--- src/rtl/core/wea_pkg.sv ---
// Shared types and constants for the waveform extrema analyser.
`timescale 1ns / 1ps

package wea_pkg;

    localparam int SAMPLE_W    = 32;
    localparam int IDX_W       = 16;
    localparam int POS_W       = 17;
    localparam int CNT_W       = 17;
    localparam int THR_W       = 31;
    localparam int NUM_SLOTS   = 4;
    localparam int SLOT_IDX_W  = 2;
    localparam int SLOT_CNT_W  = 3;
    localparam int S_TDATA_W   = 48;
    localparam int M_TDATA_W   = 128;
    localparam int M_PAD_W     = M_TDATA_W - (7 * POS_W) - 2;

    localparam logic [POS_W-1:0] POS_NONE  = '1;
    localparam logic [CNT_W-1:0] TALLY_CAP = 17'd65536;

    // Result kind, carried on m_tuser
    typedef enum logic [1:0] {
        KIND_ZERO    = 2'd0,
        KIND_MIN     = 2'd1,
        KIND_MAX     = 2'd2,
        KIND_SUMMARY = 2'd3
    } kind_t;

    typedef enum logic [1:0] {
        STAT_ARRIVAL = 2'd0,
        STAT_NONE    = 2'd1,
        STAT_SHORT   = 2'd2
    } status_t;

    typedef struct packed {
        logic signed [SAMPLE_W-1:0] sample;
        logic [IDX_W-1:0]           idx;
        logic                       first;
        logic                       last;
    } in_item_t;

    typedef struct packed {
        kind_t              kind;
        logic [POS_W-1:0]   position;
        logic [POS_W-1:0]   arrival_pos;
        logic [POS_W-1:0]   min_pos;
        logic [POS_W-1:0]   max_pos;
        logic [CNT_W-1:0]   min_count;
        logic [CNT_W-1:0]   max_count;
        logic [CNT_W-1:0]   zero_count;
        status_t            status;
        logic               final_item;
    } result_t;

    // Results caused by one input item, in output order
    typedef struct packed {
        result_t [NUM_SLOTS-1:0] slot;
        logic [SLOT_CNT_W-1:0]   count;
    } batch_t;

endpackage

--- src/rtl/core/wea_core.sv ---
// Per-sample decision logic and window state of the extrema analyser.
`timescale 1ns / 1ps

module wea_core (
    input  logic                          aclk,
    input  logic                          aresetn,
    input  logic                          take,
    input  wea_pkg::in_item_t             item,
    input  logic [wea_pkg::THR_W-1:0]     thr,
    output wea_pkg::batch_t               batch
);

    typedef enum logic [1:0] {
        FILL_NONE = 2'd0,
        FILL_ONE  = 2'd1,
        FILL_MORE = 2'd2
    } fill_t;

    fill_t                                 fill_reg, fill_next;
    logic signed [wea_pkg::SAMPLE_W-1:0]   held_sample_reg, held_sample_next;
    logic signed [wea_pkg::SAMPLE_W-1:0]   older_sample_reg, older_sample_next;
    logic [wea_pkg::IDX_W-1:0]             held_index_reg, held_index_next;
    logic                                  arr_seen_reg, arr_seen_next;
    logic [wea_pkg::POS_W-1:0]             arr_pos_reg, arr_pos_next;
    logic signed [wea_pkg::SAMPLE_W-1:0]   low_val_reg, low_val_next;
    logic [wea_pkg::POS_W-1:0]             low_pos_reg, low_pos_next;
    logic signed [wea_pkg::SAMPLE_W-1:0]   high_val_reg, high_val_next;
    logic [wea_pkg::POS_W-1:0]             high_pos_reg, high_pos_next;
    logic [wea_pkg::CNT_W-1:0]             min_tally_reg, min_tally_next;
    logic [wea_pkg::CNT_W-1:0]             max_tally_reg, max_tally_next;
    logic [wea_pkg::CNT_W-1:0]             zero_tally_reg, zero_tally_next;
    logic                                  clear_win;

    localparam logic signed [wea_pkg::SAMPLE_W-1:0] VAL_MOST_POS =
        {1'b0, {(wea_pkg::SAMPLE_W-1){1'b1}}};
    localparam logic signed [wea_pkg::SAMPLE_W-1:0] VAL_MOST_NEG =
        {1'b1, {(wea_pkg::SAMPLE_W-1){1'b0}}};

    function automatic logic [wea_pkg::SAMPLE_W-1:0] magnitude(
        input logic signed [wea_pkg::SAMPLE_W-1:0] v);
        magnitude = v[wea_pkg::SAMPLE_W-1] ? (~v + 1'b1) : v;
    endfunction

    function automatic logic opposite(input logic signed [wea_pkg::SAMPLE_W-1:0] a,
                                      input logic signed [wea_pkg::SAMPLE_W-1:0] b);
        logic a_pos, b_pos;
        a_pos = !a[wea_pkg::SAMPLE_W-1] && (a != '0);
        b_pos = !b[wea_pkg::SAMPLE_W-1] && (b != '0);
        opposite = (a[wea_pkg::SAMPLE_W-1] && b_pos) || (a_pos && b[wea_pkg::SAMPLE_W-1]);
    endfunction

    function automatic logic [wea_pkg::CNT_W-1:0] bump(input logic [wea_pkg::CNT_W-1:0] t);
        bump = (t < wea_pkg::TALLY_CAP) ? t + 1'b1 : t;
    endfunction

    function automatic wea_pkg::result_t event_item(input wea_pkg::kind_t k,
                                                    input logic [wea_pkg::POS_W-1:0] pos);
        wea_pkg::result_t r;
        r.kind        = k;
        r.position    = pos;
        r.arrival_pos = wea_pkg::POS_NONE;
        r.min_pos     = wea_pkg::POS_NONE;
        r.max_pos     = wea_pkg::POS_NONE;
        r.min_count   = '0;
        r.max_count   = '0;
        r.zero_count  = '0;
        r.status      = wea_pkg::STAT_ARRIVAL;
        r.final_item  = 1'b0;
        event_item = r;
    endfunction

    // Decide on the held sample, then on the right edge, and collect results
    always_comb begin
        fill_t                                cur_fill;
        logic signed [wea_pkg::SAMPLE_W-1:0]  x, y, old;
        logic [wea_pkg::POS_W-1:0]            cur_pos, new_pos;
        logic [wea_pkg::SAMPLE_W-1:0]         mag_y, mag_x, thr_w;
        logic                                 go;
        wea_pkg::result_t [wea_pkg::NUM_SLOTS-1:0] cand;
        logic [wea_pkg::NUM_SLOTS-1:0]        cand_v;
        logic [wea_pkg::SLOT_CNT_W-1:0]       n;

        cur_fill          = item.first ? FILL_NONE : fill_reg;
        x                 = item.sample;
        y                 = item.first ? '0 : held_sample_reg;
        old               = item.first ? '0 : older_sample_reg;
        cur_pos           = item.first ? '0 : {1'b0, held_index_reg};
        new_pos           = {1'b0, item.idx};
        mag_y             = magnitude(y);
        mag_x             = magnitude(x);
        thr_w             = {1'b0, thr};
        go                = 1'b0;
        cand              = '0;
        cand_v            = '0;
        n                 = '0;
        clear_win         = 1'b0;

        // Start from the window as it stands after an optional restart
        fill_next         = cur_fill;
        held_sample_next  = y;
        older_sample_next = old;
        held_index_next   = cur_pos[wea_pkg::IDX_W-1:0];
        arr_seen_next     = item.first ? 1'b0 : arr_seen_reg;
        arr_pos_next      = item.first ? wea_pkg::POS_NONE : arr_pos_reg;
        low_val_next      = item.first ? VAL_MOST_POS : low_val_reg;
        low_pos_next      = item.first ? wea_pkg::POS_NONE : low_pos_reg;
        high_val_next     = item.first ? VAL_MOST_NEG : high_val_reg;
        high_pos_next     = item.first ? wea_pkg::POS_NONE : high_pos_reg;
        min_tally_next    = item.first ? '0 : min_tally_reg;
        max_tally_next    = item.first ? '0 : max_tally_reg;
        zero_tally_next   = item.first ? '0 : zero_tally_reg;

        if (cur_fill == FILL_NONE) begin
            held_sample_next = x;
            held_index_next  = item.idx;
            fill_next        = FILL_ONE;
            if (item.last) begin
                clear_win = 1'b1;
            end
        end else begin
            // Decide on the held sample
            if (cur_fill == FILL_ONE) begin
                if (mag_y > thr_w) begin
                    arr_seen_next = 1'b1;
                    arr_pos_next  = cur_pos;
                    go            = 1'b1;
                    cand_v[0]     = opposite(y, x);
                    cand_v[1]     = (x != y);
                    cand[1]       = event_item((x > y) ? wea_pkg::KIND_MIN : wea_pkg::KIND_MAX,
                                               cur_pos);
                end
            end else begin
                if (!arr_seen_next) begin
                    if (mag_y >= thr_w) begin
                        arr_seen_next = 1'b1;
                        arr_pos_next  = cur_pos;
                        go            = 1'b1;
                        cand_v[0]     = 1'b1;
                    end
                end else begin
                    go        = 1'b1;
                    cand_v[0] = opposite(y, x);
                end
                if (go) begin
                    if ((old > y) && (y < x)) begin
                        cand_v[1] = 1'b1;
                        cand[1]   = event_item(wea_pkg::KIND_MIN, cur_pos);
                    end else if ((old < y) && (y > x)) begin
                        cand_v[1] = 1'b1;
                        cand[1]   = event_item(wea_pkg::KIND_MAX, cur_pos);
                    end
                end
            end
            cand[0] = event_item(wea_pkg::KIND_ZERO, cur_pos);

            if (go) begin
                if (low_pos_next[wea_pkg::POS_W-1] || (y < low_val_next)) begin
                    low_val_next = y;
                    low_pos_next = cur_pos;
                end
                if (high_pos_next[wea_pkg::POS_W-1] || (y > high_val_next)) begin
                    high_val_next = y;
                    high_pos_next = cur_pos;
                end
            end

            // Advance the sample line
            older_sample_next = y;
            held_sample_next  = x;
            held_index_next   = item.idx;
            fill_next         = FILL_MORE;

            // Right edge
            if (item.last) begin
                clear_win = 1'b1;
                if (!arr_seen_next && (mag_x > thr_w)) begin
                    arr_seen_next = 1'b1;
                    arr_pos_next  = new_pos;
                end
                if (arr_seen_next) begin
                    cand_v[2] = (x != y);
                    cand[2]   = event_item((x < y) ? wea_pkg::KIND_MIN : wea_pkg::KIND_MAX,
                                           new_pos);
                    if (low_pos_next[wea_pkg::POS_W-1] || (x < low_val_next)) begin
                        low_val_next = x;
                        low_pos_next = new_pos;
                    end
                    if (high_pos_next[wea_pkg::POS_W-1] || (x > high_val_next)) begin
                        high_val_next = x;
                        high_pos_next = new_pos;
                    end
                end
            end
        end

        // Count the reported events
        for (int i = 0; i < wea_pkg::NUM_SLOTS - 1; i++) begin
            if (cand_v[i]) begin
                case (cand[i].kind)
                    wea_pkg::KIND_ZERO: zero_tally_next = bump(zero_tally_next);
                    wea_pkg::KIND_MIN:  min_tally_next  = bump(min_tally_next);
                    wea_pkg::KIND_MAX:  max_tally_next  = bump(max_tally_next);
                    default:            zero_tally_next = zero_tally_next;
                endcase
            end
        end

        // Window summary closes the list
        cand_v[3]            = item.last;
        cand[3]              = event_item(wea_pkg::KIND_SUMMARY, wea_pkg::POS_NONE);
        cand[3].arrival_pos  = arr_pos_next;
        cand[3].min_pos      = low_pos_next;
        cand[3].max_pos      = high_pos_next;
        cand[3].min_count    = min_tally_next;
        cand[3].max_count    = max_tally_next;
        cand[3].zero_count   = zero_tally_next;
        if (cur_fill == FILL_NONE) begin
            cand[3].status = wea_pkg::STAT_SHORT;
        end else if (arr_seen_next) begin
            cand[3].status = wea_pkg::STAT_ARRIVAL;
        end else begin
            cand[3].status = wea_pkg::STAT_NONE;
        end

        // Pack valid results to the front and mark the final one
        batch = '0;
        for (int i = 0; i < wea_pkg::NUM_SLOTS; i++) begin
            if (cand_v[i]) begin
                batch.slot[n[wea_pkg::SLOT_IDX_W-1:0]] = cand[i];
                n = n + 1'b1;
            end
        end
        if (n != '0) begin
            batch.slot[n[wea_pkg::SLOT_IDX_W-1:0] - 1'b1].final_item = 1'b1;
        end
        batch.count = n;
    end

    // Hold window state; a closed window returns to its cleared values
    always_ff @(posedge aclk) begin
        if (!aresetn || (take && clear_win)) begin
            fill_reg         <= FILL_NONE;
            held_sample_reg  <= '0;
            older_sample_reg <= '0;
            held_index_reg   <= '0;
            arr_seen_reg     <= 1'b0;
            arr_pos_reg      <= wea_pkg::POS_NONE;
            low_val_reg      <= VAL_MOST_POS;
            low_pos_reg      <= wea_pkg::POS_NONE;
            high_val_reg     <= VAL_MOST_NEG;
            high_pos_reg     <= wea_pkg::POS_NONE;
            min_tally_reg    <= '0;
            max_tally_reg    <= '0;
            zero_tally_reg   <= '0;
        end else if (take) begin
            fill_reg         <= fill_next;
            held_sample_reg  <= held_sample_next;
            older_sample_reg <= older_sample_next;
            held_index_reg   <= held_index_next;
            arr_seen_reg     <= arr_seen_next;
            arr_pos_reg      <= arr_pos_next;
            low_val_reg      <= low_val_next;
            low_pos_reg      <= low_pos_next;
            high_val_reg     <= high_val_next;
            high_pos_reg     <= high_pos_next;
            min_tally_reg    <= min_tally_next;
            max_tally_reg    <= max_tally_next;
            zero_tally_reg   <= zero_tally_next;
        end
    end

    // Arrival flag and arrival position agree
    a_arrival_pos: assert property (@(posedge aclk) disable iff (!aresetn)
        arr_seen_reg == !arr_pos_reg[wea_pkg::POS_W-1])
        else $error("arrival flag and position disagree");

    // Tallies stay within the saturation cap
    a_tally_cap: assert property (@(posedge aclk) disable iff (!aresetn)
        (min_tally_reg <= wea_pkg::TALLY_CAP) && (max_tally_reg <= wea_pkg::TALLY_CAP) &&
        (zero_tally_reg <= wea_pkg::TALLY_CAP))
        else $error("tally above cap");

    // An empty window carries no arrival, no extremum and no zero count
    a_empty_clear: assert property (@(posedge aclk) disable iff (!aresetn)
        (fill_reg == FILL_NONE) |-> (!arr_seen_reg && low_pos_reg[wea_pkg::POS_W-1] &&
        high_pos_reg[wea_pkg::POS_W-1] && (zero_tally_reg == '0)))
        else $error("empty window not cleared");

endmodule

--- src/rtl/core/wea_drain.sv ---
// Result buffer and output register: drains one result per transfer.
`timescale 1ns / 1ps

module wea_drain (
    input  logic                              aclk,
    input  logic                              aresetn,
    input  logic                              load,
    input  wea_pkg::batch_t                   batch,
    output logic                              batch_ready,
    output logic                              m_tvalid,
    input  logic                              m_tready,
    output logic [wea_pkg::M_TDATA_W-1:0]     m_tdata,   // position, first_arrival_pos,
                                                         // min_pos, max_pos, min_count,
                                                         // max_count, zero_count,
                                                         // window_status, zero pad
    output logic [1:0]                        m_tuser,   // kind
    output logic                              m_tlast    // final_item
);

    wea_pkg::result_t [wea_pkg::NUM_SLOTS-1:0] slot_reg;
    logic [wea_pkg::SLOT_CNT_W-1:0]            rem_reg;
    logic [wea_pkg::SLOT_IDX_W-1:0]            ptr_reg;
    wea_pkg::result_t                          out_reg;
    logic                                      out_valid_reg;
    logic                                      out_load;

    assign out_load    = (rem_reg != '0) && (!out_valid_reg || m_tready);
    assign batch_ready = (rem_reg == '0) || ((rem_reg == 3'd1) && out_load);

    // Advance the read pointer and the output valid flag
    always_ff @(posedge aclk) begin
        if (!aresetn) begin
            rem_reg       <= '0;
            ptr_reg       <= '0;
            out_valid_reg <= 1'b0;
        end else begin
            if (out_load) begin
                out_valid_reg <= 1'b1;
                rem_reg       <= rem_reg - 1'b1;
                ptr_reg       <= ptr_reg + 1'b1;
            end else if (m_tready) begin
                out_valid_reg <= 1'b0;
            end
            if (load) begin
                rem_reg <= batch.count;
                ptr_reg <= '0;
            end
        end
    end

    // Capture the batch and the next result
    always_ff @(posedge aclk) begin
        if (load) begin
            slot_reg <= batch.slot;
        end
        if (out_load) begin
            out_reg <= slot_reg[ptr_reg];
        end
    end

    assign m_tvalid = out_valid_reg;
    assign m_tdata  = {{wea_pkg::M_PAD_W{1'b0}}, out_reg.status, out_reg.zero_count,
                       out_reg.max_count, out_reg.min_count, out_reg.max_pos,
                       out_reg.min_pos, out_reg.arrival_pos, out_reg.position};
    assign m_tuser  = out_reg.kind;
    assign m_tlast  = out_reg.final_item;

    a_rem_bound: assert property (@(posedge aclk) disable iff (!aresetn)
        rem_reg <= 3'd4)
        else $error("buffer count out of range");

    a_ptr_bound: assert property (@(posedge aclk) disable iff (!aresetn)
        ({1'b0, ptr_reg} + rem_reg) <= 3'd4)
        else $error("read pointer runs past the batch");

    // The final mark sits exactly on the last buffered result
    a_final_mark: assert property (@(posedge aclk) disable iff (!aresetn)
        out_load |-> (slot_reg[ptr_reg].final_item == (rem_reg == 3'd1)))
        else $error("final mark misplaced");

endmodule

--- src/rtl/core/waveform_extrema_analyser.sv ---
// Top level of the waveform extrema analyser: input register, decision core and result drain.
// Path: a sample passes the input register, the result buffer and the output register.
// Results: a sample causes 0 to 4 results; the single output register drains one
//   result per cycle while m_tready is high; the next sample is taken as the last moves out.
// Reset: aresetn is synchronous, active low; it clears the threshold to 0, closes any
//   open window and empties the input register, the result buffer and the output.
`timescale 1ns / 1ps

module waveform_extrema_analyser (
    input  logic                              aclk,
    input  logic                              aresetn,
    input  logic                              cfg_we,
    input  logic [wea_pkg::THR_W-1:0]         cfg_wdata,   // arrival_threshold
    input  logic                              s_tvalid,
    output logic                              s_tready,
    input  logic [wea_pkg::S_TDATA_W-1:0]     s_tdata,     // sample, sample_index
    input  logic [0:0]                        s_tuser,     // first_sample
    input  logic                              s_tlast,     // last_sample
    output logic                              m_tvalid,
    input  logic                              m_tready,
    output logic [wea_pkg::M_TDATA_W-1:0]     m_tdata,     // position, first_arrival_pos,
                                                           // min_pos, max_pos, min_count,
                                                           // max_count, zero_count,
                                                           // window_status, zero pad
    output logic [1:0]                        m_tuser,     // kind
    output logic                              m_tlast      // final_item
);

    logic [wea_pkg::THR_W-1:0]  thr_reg;
    logic                       in_valid_reg;
    wea_pkg::in_item_t          in_item_reg;
    logic                       batch_ready;
    logic                       take;
    wea_pkg::batch_t            batch;

    assign take     = in_valid_reg && batch_ready;
    assign s_tready = !in_valid_reg || batch_ready;

    // Threshold register
    always_ff @(posedge aclk) begin
        if (!aresetn) begin
            thr_reg <= '0;
        end else if (cfg_we) begin
            thr_reg <= cfg_wdata;
        end
    end

    // Input register
    always_ff @(posedge aclk) begin
        if (!aresetn) begin
            in_valid_reg <= 1'b0;
        end else if (s_tready) begin
            in_valid_reg <= s_tvalid;
        end
    end

    always_ff @(posedge aclk) begin
        if (s_tvalid && s_tready) begin
            in_item_reg.sample <= s_tdata[wea_pkg::SAMPLE_W-1:0];
            in_item_reg.idx    <= s_tdata[wea_pkg::SAMPLE_W +: wea_pkg::IDX_W];
            in_item_reg.first  <= s_tuser[0];
            in_item_reg.last   <= s_tlast;
        end
    end

    wea_core u_core (
        .aclk    (aclk),
        .aresetn (aresetn),
        .take    (take),
        .item    (in_item_reg),
        .thr     (thr_reg),
        .batch   (batch)
    );

    wea_drain u_drain (
        .aclk        (aclk),
        .aresetn     (aresetn),
        .load        (take),
        .batch       (batch),
        .batch_ready (batch_ready),
        .m_tvalid    (m_tvalid),
        .m_tready    (m_tready),
        .m_tdata     (m_tdata),
        .m_tuser     (m_tuser),
        .m_tlast     (m_tlast)
    );

endmodule
--- config.mk ---
export PLATFORM = sky130hd
export DESIGN_NAME = waveform_extrema_analyser
export DESIGN_NICKNAME = d
export VERILOG_FILES = /design/src/rtl/core/wea_pkg.sv /design/src/rtl/core/wea_core.sv /design/src/rtl/core/wea_drain.sv /design/src/rtl/core/waveform_extrema_analyser.sv
export SDC_FILE = /design/constraint.sdc
export NUM_CORES = 2
export LEC_CHECK = 0
export ABC_AREA = 1
export BUFFER_PORTS_ARGS = -buffer_cell sky130_fd_sc_hd__buf_2
export CORE_MARGIN = 1.5
export CORE_UTILIZATION = 63
export DETAILED_ROUTE_END_ITERATION = 7
export HOLD_SLACK_MARGIN = 0.05
export PLACE_DENSITY = 0.81
export SLEW_MARGIN = 20
export SYNTH_ARGS = -nofsm -noshare
export SYNTH_HDL_FRONTEND = slang
export SYNTH_SLANG_ARGS = --single-unit
--- constraint.sdc ---
create_clock -name aclk -period 19.6 [get_ports aclk]
set_clock_uncertainty 0.05 [all_clocks]
set_input_delay 0.98 -clock aclk [delete_from_list [all_inputs] [get_ports aclk]]
set_output_delay 0.98 -clock aclk [all_outputs]
set_load 0.01 [all_outputs]
==> impl_metrics.env <==
export IMPL_synth_top_flop_cell="edfxtp_1"
export IMPL_ys_seq_elements=957
export IMPL_drt_pre_antenna_iters=6
export IMPL_arrival_ns=12.44
export IMPL_nFillCells=6272
export IMPL_final_layout_size_suffix_gt1_frac=0.0888
export IMPL_synth_edff_count=670
export IMPL_hp_class="reg2reg"
export IMPL_die_area_sq_um=84800
export IMPL_fin_util=0.696
export IMPL_track_usage=0.358
export IMPL_crit_type="reg2reg"
export IMPL_ios=219
export IMPL_antenna_found_initial=2
export IMPL_post_cts_buffers=0
export IMPL_cts_hold_buffers=0
export IMPL_synth_area_top_cells="edfxtp_1 (38%), dfxtp_1 (11%), o21ai_0 (8.5%), nand2_1 (6.7%), ha_1 (6.4%)"
export IMPL_largest_register_ffs=496
export IMPL_min_period_over_period=0.616
export IMPL_rsz0062_at_grt="false"
export IMPL_num_rows=105
export IMPL_outcome="complete, no violations"
export IMPL_cts_tree="done"
export IMPL_async_flop_share=0
export IMPL_grt_overflow=0
export IMPL_cts_root_buf="clkbuf_16"
export IMPL_regArea_sq_um=25900
export IMPL_drt_iter0_drc=5934
export IMPL_fmax_mhz=82.9
export IMPL_multi_input_area_sq_um=22700
export IMPL_worst_pin_slew_ns=1.21
export IMPL_die_h_um=291
export IMPL_cts_buffer_depth=3
export IMPL_vias=45800
export IMPL_post_place_ws_ns=8.09
export IMPL_worstPathMaxFanout=46
export IMPL_synth_area_leader_cell="edfxtp_1"
export IMPL_vias_per_cell=6.23
export IMPL_synth_most_common_cell="nand2_1"
export IMPL_relSlewSlack=0.195
export IMPL_fin_ws_ns=7.53
export IMPL_grt_pass1_wl_um=239000
export IMPL_slew_viol_final=0
export IMPL_drtAntennaViolNets=0
export IMPL_post_route_min_period_ns=12.07
export IMPL_clk_pin_slew_worst_paths_ns=0.06
export IMPL_synth_top_cell_area_share=0.384
export IMPL_crit_top_cell="inv_1"
export IMPL_fp_dieW_um=291
export IMPL_start_kind="flip-flop"
export IMPL_cp_top_family="simple AND/OR/NAND/NOR gates"
export IMPL_area_growth_pct=9.12
export IMPL_slowest_stage="clkinv_1"
export IMPL_p_leak_nw=23.4
export IMPL_grt_max_degree=208
export IMPL_ir_drop_v=0.000132
export IMPL_synth_common_cells="nand2_1 (934), o21ai_0 (892), nor2_1 (813)"
export IMPL_ys_seq_area_frac=0.494
export IMPL_initial_core_util=0.637
export IMPL_drc_errors=0
export IMPL_path_buf_inv=15
export IMPL_nets=6557
export IMPL_wl_per_cell_um=21.1
export IMPL_numCtsBuffers=98
export IMPL_power_density_nw_per_um2=139
export IMPL_setup_viol=0
export IMPL_cts_sinks=957
export IMPL_critPathCaptureType="flip-flop"
export IMPL_cts_resized=0
export IMPL_maxCapViolations=0
export IMPL_syn_inst=6210
export IMPL_grt_pass1_vias=43300
export IMPL_tns_ns=0
export IMPL_critPathMaxStageDelay_ns=1.06
export IMPL_dpl_hpwl_um=98800
export IMPL_avgSynthCellArea_sq_um=8.43
export IMPL_yosysUniqueCellTypes=66
export IMPL_port_buffers=211
export IMPL_synthesis_area_sq_um=52300
export IMPL_wirelength_um=156000
export IMPL_gp_congestion=0.987
export IMPL_crit_required_ns=19.97
export IMPL_clk_latency_ns=0.68
export IMPL_cts_max_level=3
export IMPL_yosysWarnings=0
export IMPL_hold_viol=0
export IMPL_core_area_sq_um=82100
-- routing by layer --
metal  global-route usage  vias up  part of all wire
met4                0.206        0             0.060
met1                0.454    21200              0.38
met3               0.0718      594              0.10
met5                    0        -                 0
li1                     -    21200                 -
met2                0.572     2762              0.46
-- worst paths after layout --
path / start / end / slack (ns) / depth (start not counted)
min reg2reg: u_core.older_sample_reg[8]$_SDFFE_PP0P_ / u_core.older_sample_reg[8]$_SDFFE_PP0P_ / 0.41 / 2
max reg2reg: in_item_reg[1]$_DFFE_PP_ / u_drain.slot_reg[193]$_DFFE_PP_ / 7.53 / 48
max: in_item_reg[1]$_DFFE_PP_ / u_drain.slot_reg[193]$_DFFE_PP_ / 7.53 / 48
min: u_core.older_sample_reg[8]$_SDFFE_PP0P_ / u_core.older_sample_reg[8]$_SDFFE_PP0P_ / 0.41 / 2
-- logic make-up after synthesis --
| logic type | Yosys count | synth area share |
|---|---|---|
| buffers and inverters | 1014 | 0.0746 |
| DFF | 957 | 0.494 |
| xor gates and xnor gates | 94 | 0.0167 |
| muxes | 3 | 0.000574 |
| other | 1 | 0.0000717 |
| adders and majority gates | 269 | 0.0643 |
| AOI/OAI and AO/OA | 1642 | 0.171 |
| and+or+nand+nor | 2230 | 0.179 |
-- per-stage QoR --
stage                     cell area (sq um)  instances  hold WS (ns)  power, mW
after floorplan                       52400       6216         0.383       5.11
after global placement                53700       7172         0.396       5.80
after detailed placement              53800       7172         0.402       5.90
after CTS                             57100       7356         0.410       7.84
after global routing                  57100       7356         0.418       8.30
final                                 57100       7358         0.409       7.91
-- placed cells by master, fill, tap and decap left out, types with 8 or more instances in the layout --
| master | count |
|---|---|
| nand2_4 | 9 |
| o22ai_1 | 156 |
| buf_4 | 49 |
| clkbuf_16 | 99 |
| o221ai_1 | 23 |
| clkbuf_8 | 11 |
| o21ai_1 | 17 |
| buf_2 | 211 |
| nand2_2 | 20 |
| o21a_1 | 9 |
| nand4_1 | 52 |
| nor2_2 | 24 |
| inv_2 | 22 |
| o211ai_1 | 77 |
| or2_2 | 18 |
| o21ai_0 | 892 |
| a31oi_1 | 11 |
| o31ai_1 | 18 |
| clkbuf_1 | 28 |
| ha_1 | 269 |
| clkinv_1 | 16 |
| clkinv_2 | 13 |
| nand3_2 | 8 |
| xnor2_1 | 12 |
| nand2_1 | 927 |
| a211oi_1 | 9 |
| edfxtp_1 | 670 |
| nand3_1 | 260 |
| nor4_1 | 14 |
| xor2_1 | 75 |
| bufinv_16 | 12 |
| nor3_1 | 56 |
| a21oi_1 | 399 |
| inv_1 | 600 |
| nor2_1 | 811 |
| dfxtp_1 | 285 |
| nor2_4 | 10 |
-- layout make-up --
cell class / instances / area share
Sequential cell: 957 / 0.453
Multi-Input combinational cell: 4245 / 0.397
Clock buffer: 138 / 0.0479
Inverter: 637 / 0.0423
Timing Repair Buffer: 263 / 0.0257
Tap cell: 1070 / 0.0234
Clock inverter: 46 / 0.0106
Antenna cell: 2 / 0.0000876
-- where the power goes --
group	leakage, nW	internal, mW	switching [mW]
Sequential	8.72	2.80	0.208
Combinational	13.1	0.798	2.16
Clock	1.61	1.14	0.814
-- tightest hold or removal path: stages, from the launching register on --
cell     delay (ns)
dfxtp_1        0.31
nand2_1        0.06
a21oi_1        0.05
Power figures use the tool's default switching activity.
